==> config.mk <==
export PLATFORM = sky130hd
export DESIGN_NAME = cfr_divider
export DESIGN_NICKNAME = d
export VERILOG_FILES = /design/src/design/cfr_pkg.sv /design/src/design/cfr_divider.sv
export SDC_FILE = /design/constraint.sdc
export NUM_CORES = 2
export LEC_CHECK = 0
export ABC_AREA = 0
export BUFFER_PORTS_ARGS = -buffer_cell sky130_fd_sc_hd__buf_4
export CORE_AREA = 2 2 426 428
export CTS_CLUSTER_SIZE = 24
export DETAILED_ROUTE_END_ITERATION = 8
export DIE_AREA = 0 0 428 430
export SYNTH_ARGS = -nofsm -noshare
export SYNTH_HDL_FRONTEND = slang
export SYNTH_SLANG_ARGS = --single-unit
==> constraint.sdc <==
create_clock -name aclk -period 3.7 [get_ports aclk]
set_input_delay 0.37 -clock aclk [delete_from_list [all_inputs] [get_ports aclk]]
set_output_delay 0.37 -clock aclk [all_outputs]
set_load 0.01 [all_outputs]
==> src/design/cfr_pkg.sv <==
package cfr_pkg;
    localparam int NumRegs = 6;
    localparam int RegW = 16;
    localparam int IdxW = 3;
    localparam int CosW = 16;
    localparam int OutW = 16;
    localparam int TW = 25;
    localparam int SW = 18;
    localparam int DW = 22;
    localparam int TSW = 27;
    localparam int NumW = 28;
    localparam int QW = 17;
    localparam int DivSteps = QW;
    localparam int NumChan = 3;

    typedef enum logic [IdxW-1:0] {
        REG_ETA_RED = 3'd0,
        REG_ETA_GREEN = 3'd1,
        REG_ETA_BLUE = 3'd2,
        REG_ABS_RED = 3'd3,
        REG_ABS_GREEN = 3'd4,
        REG_ABS_BLUE = 3'd5
    } reg_idx_t;

    typedef struct packed {
        logic [NumW-1:0] num;
        logic [NumW-1:0] den;
    } frac_t;
endpackage

==> src/design/cfr_divider.sv <==
module cfr_divider (
    input  logic                 aclk,
    input  logic                 advance,
    input  cfr_pkg::frac_t       frac_in,
    output logic [cfr_pkg::QW-1:0] quot_out
);
    import cfr_pkg::*;

    // one quotient bit per stage, restoring division of num*65536 by den
    logic [NumW-1:0] rem_reg [1:DivSteps];
    logic [NumW-1:0] den_reg [1:DivSteps];
    logic [QW-1:0]   q_reg   [1:DivSteps];
    logic            zero_reg [1:DivSteps];

    for (genvar i = 0; i < DivSteps; i++) begin : g_step
        logic [NumW:0]   trial;
        logic            fits;
        logic [NumW-1:0] den_cur;
        logic [QW-1:0]   q_cur;
        logic            zero_cur;
        if (i == 0) begin : g_first
            // first step compares num against den (quotient bit 16 is num>=den)
            assign trial = {1'b0, frac_in.num};
            assign den_cur = frac_in.den;
            assign q_cur = '0;
            assign zero_cur = (frac_in.den == '0);
        end else begin : g_next
            assign trial = {rem_reg[i], 1'b0};
            assign den_cur = den_reg[i];
            assign q_cur = q_reg[i];
            assign zero_cur = zero_reg[i];
        end
        assign fits = (trial >= {1'b0, den_cur});
        always_ff @(posedge aclk) begin
            if (advance) begin
                rem_reg[i+1]  <= fits ? NumW'(trial - {1'b0, den_cur}) : trial[NumW-1:0];
                den_reg[i+1]  <= den_cur;
                q_reg[i+1]    <= {q_cur[QW-2:0], fits};
                zero_reg[i+1] <= zero_cur;
            end
        end
    end

    assign quot_out = zero_reg[DivSteps] ? '0 : q_reg[DivSteps];
endmodule

### After elaboration in Yosys (flattened, before gate mapping)

Memories as Yosys holds them, arrays and structs flattened.
Index checks and enable logic that the tools add are counted.

| storage, ports and cells | value |
|---|---|
| flip-flop bits (word level) | 0 |
| memory bits (writable) | 1258 |
| input port bits | 58 |
| output and inout bits | 17 |
| word-level logic and storage cells | 59 |
| memories | 4 |

Memories:

| name | depth | bits a word | rd ports | clocked after memory_dff | write ports | RTL line | RTL |
|---|---|---|---|---|---|---|---|
| den_reg | 17 | 28 | 16 | 0 | 17 | cfr_divider.sv:11 | `logic [NumW-1:0] den_reg [1:DivSteps];` |
| rem_reg | 17 | 28 | 16 | 0 | 17 | cfr_divider.sv:10 | `logic [NumW-1:0] rem_reg [1:DivSteps];` |
| q_reg | 17 | 17 | 17 | 0 | 17 | cfr_divider.sv:12 | `logic [QW-1:0] q_reg [1:DivSteps];` |
| zero_reg | 17 | 1 | 17 | 0 | 17 | cfr_divider.sv:13 | `logic zero_reg [1:DivSteps];` |

| cells by class | value |
|---|---|
| add/sub/neg operators | 17 |
| magnitude comparators | 17 |
| muxes and demuxes | 20 |
| reduce and logical (&&, ||, !) cells | 1 |

Operator list:

| kind | number |
|---|---|
| 2-to-1 mux 28 bit | 17 |
| subtractor 28 bit | 17 |
| >= comparator 29 x 28 -> 1 bit | 16 |
| >= comparator 28 bit | 1 |
| zero test 28 bit | 1 |
| 2-to-1 mux 17 bit | 1 |
| 2-to-1 mux 1 bit | 2 |

### Logic depth before layout (Yosys ltp)

An unclocked memory read counts as a cell.

| logic depth | value |
|---|---|
| word-level depth | 3 |
| depth in mapped cells | 14 |
| gate-level depth less buffers | 12 |

### Worst setup path before layout

OpenSTA, ideal clock, no wires.

| timing path | value |
|---|---|
| path type | register to register |
| start | reg rem_reg[0][205] (netlist name) |
| end | reg rem_reg[0][235] (netlist name) |
| library setup time | 0.260 ns |
| arrival | 2.917 ns |
| required time | 3.440 ns |
| path slack | 0.523 ns |
| cell stages (with the launch flop) | 13 |
| buffers on the path | 1 |
| period minus slack after synthesis | 3.177 ns |
| path through | edfxtp_1 ha_1 a21o_1 a2111oi_4 nor3_2 a311oi_4 o41ai_4 a41oi_4 nor4_4 nor2_4 inv_4 buf_6 mux2_4 |

==> results.cfg <==
[grt]
grt_max_degree = 103
grt_pass1_vias = 43000
grt.overflow.total = 0
grt_first_pass_wirelength_mm = 233
grt.total_usage_pct = 15.7
antenna_found_initial = 1

[cts]
htreeDepth = 3
cts_tree = built
cts_inserted_buffers = 116
clock-sinks = 1066
clock-root-buffer = clkbuf_16
insertion_delay_ns = 0.75
clock_path_buffers = 3
path_clk_slew_ns = 0.06

[worst_hold_path]
hp-class = in2reg

[synth]
syn_nets = 6182
syn_area_per_cell_sq_um = 11.1
async_flop_share_pct = 0
synth_compound_area_share_pct = 15.8
synth-simple-area-share_pct = 9.61
synthMuxAreaShare_pct = 3.95
synth.distinct_cells = 92
synth-edff-count = 1066
ys_ff_latch = 1066
synth-seq-area-share_pct = 51.1
syn-cell-area_sq_um = 62600
syn-instance-count = 5633
synth-adder-area-share_pct = 10.0
synth_top_family_by_area = compound AO/OA/AOI/OAI gates
ys_warn_count = 0
synth_ff_type = edfxtp_1
synth_xor_area_share_pct = 4.99

[setup_path]
cp_max_fo = 3
path_buf_inv = 2
cpPeakStageDelay_ns = 0.51
cp.arrival_ns = 4.03
crit_chain = inv_1 > fa_1 > nor2b_1 > o21bai_1 > a21boi_0 > a211oi_1 > o31ai_1 > buf_4 > and3_1 > a31oi_1 > xnor2_1 > mux2_2
cp_slowest_cell = a21boi_0
critical_path_required_ns = 4.20
crit_type = reg2reg
end_kind = register
crit_family = compound AO/OA/AOI/OAI gates
worstSetupStartpointType = register

[routing]
routed_via_density = 5.14
vias = 43100
totalWireLength_mm = 147
wl_met1_mm = 60.7
wl_met2_mm = 76.7
highest_layer = met4
antenna_left = 0
met3WireLength_mm = 4.53
drt_iter0_markers = 2681
drc = 0
first_pass_iters = 7
wire_per_inst_um = 17.5

[sta]
setup_viol = 0
tightest_slew_ns = 0.920
finalClockSkew_ns = 0.0327
hold_ws_ns = 0.0520
tns_ns = 0
period_minus_slack_ns = 3.52
hold_violations = 0
max_freq_mhz = 284
relSlewSlack_pct = 38.7
rsz0062_at_grt = no
slew_violations = 0
period_share_pct = 95.2

[die]
num_rows = 156
chipHeight_um = 430
coreArea_sq_um = 180000
pin_count = 75
die_w_um = 428
initial_utilization_pct = 34.8
fp.dieArea_sq_um = 184000

[power]
design_power_total_w = 0.0611
p_leak_nw = 29.5
peakVddDrop_mv = 0.406
powerDensity_nw_per_um2 = 852

[job]
drv_cap = 0

[place]
dp.cells = 8100
gp_congestion = 0.912
dp_hpwl_mm = 114
io_buffer_count = 74

[outcome]
status = finished, final reports clean

[finish]
instances_no_fill = 8375
fin_util_pct = 39.9
fill_cells = 17100
drive_gt1_share_pct = 11.2
nets = 6452
area_growth_pct = 14.5
-- placed cells by master, fill, tap and decap left out, types with 27 or more instances in the layout --
cell	instances
o31ai_1	31
buf_4	208
buf_12	27
nand4_1	63
nor2_1	317
nand2b_1	53
ha_1	475
o21ai_0	290
xor2_1	130
and3_1	57
nand3_1	109
xnor2_1	227
dlygate4sd3_1	53
clkinv_1	27
and2_1	29
a21oi_1	465
nand2_1	326
o21a_1	80
clkbuf_16	117
o211ai_1	37
nor3_1	73
a21o_1	279
nor2b_1	90
inv_1	589
mux2_2	190
a211oi_1	40
a31oi_1	49
edfxtp_1	1066
o21bai_1	32
-- cell usage after synthesis, types with 19 or more instances --
library cell,number,area (sq um)
xor2_1,130,1140
o21ai_0,291,1460
nand3_1,109,546
and3_1,57,357
nor2_1,317,1190
xnor2_1,227,1990
a21boi_0,24,180
o31a_1,21,184
inv_1,589,2210
edfxtp_1,1066,32000
nand2_1,326,1220
nand2b_1,53,332
nor3_1,73,365
nor4_1,21,131
a211oi_1,40,300
o31ai_1,33,248
buf_2,27,135
a31oi_1,50,313
ha_1,475,5940
nor2b_1,91,569
or3_1,26,163
mux2_2,190,2140
nand4_1,63,394
and2_1,29,181
o21a_1,80,601
a21oi_1,468,2340
a21o_1,279,2090
o211ai_1,37,278
o21bai_1,34,255
clkbuf_1,103,387
a211o_1,19,166
-- power by group --
part / switching (W) / internal, W
Clock: 0.00489 / 0.00699
Combinational: 0.0158 / 0.0134
Sequential: 0.00192 / 0.0181
-- cell type report --
cell class,count,area (sq um),area share (%)
clock buffers,137,3000,4.19
repair buffers,290,2660,3.71
well taps,2370,2970,4.14
diodes,1,2.50,0.00349
multi-input cells,3838,27900,39.0
clock inverters,82,902,1.26
flip-flops and latches,1066,32000,44.6
inverters,591,2220,3.10
-- routing by layer --
| layer | global-route usage [%] | vias to the layer above |
|---|---|---|
| met2 | 29.5 | 783 |
| li1 | - | 21300 |
| met5 | 0 | - |
| met1 | 18.1 | 20700 |
| met4 | 5.35 | 0 |
| met3 | 2.08 | 256 |
-- cells by family after synthesis --
kind of cell,count (synthesis)
xor+xnor,357
flops,1066
buf+inv,730
fa+ha+maj,491
mux,217
compound gates,1537
simple gates,1235
-- stage by stage --
| stage | instance area [sq um] | setup slack (ns) |
|---|---|---|
| 2_1_floorplan | 62600 | 0.523 |
| 3_3_place_gp | 67200 | -0.112 |
| 3_5_place_dp | 67200 | -0.0504 |
| 4_1_cts | 71600 | 0.0239 |
| 5_1_grt | 71700 | 0.00489 |
| 6_report | 71700 | 0.177 |
-- worst paths after layout --
| check | from | end | slack, ns | depth (start not counted) |
|---|---|---|---|---|
| hold reg to reg | q_reg[4][4] | q_reg[4][22] | 0.41 | 0 |
| hold / removal | frac_in[35] | rem_reg[0][35] | 0.05 | 3 |
| setup / recovery | rem_reg[0][224] | rem_reg[0][278] | 0.18 | 12 |
| setup reg to reg | rem_reg[0][224] | rem_reg[0][278] | 0.18 | 12 |
-- tightest hold or removal path, cell delays in order --
cell and delay (ns):
buf_4 0.09, nor2_1 0.03, a21oi_1 0.15
-- repair_timing --
action | in CTS | in global routing
gates resized for setup | 1 | 5
hold buffers | 53 | 0
buffers inserted | 0 | 1
setup endpoints to repair | 21 | 43
gates cloned | 0 | 1
pin swaps | 0 | 2
endpoints found under the hold margin | 53 | 0
No activity file was read; power rests on OpenSTA's default activity.
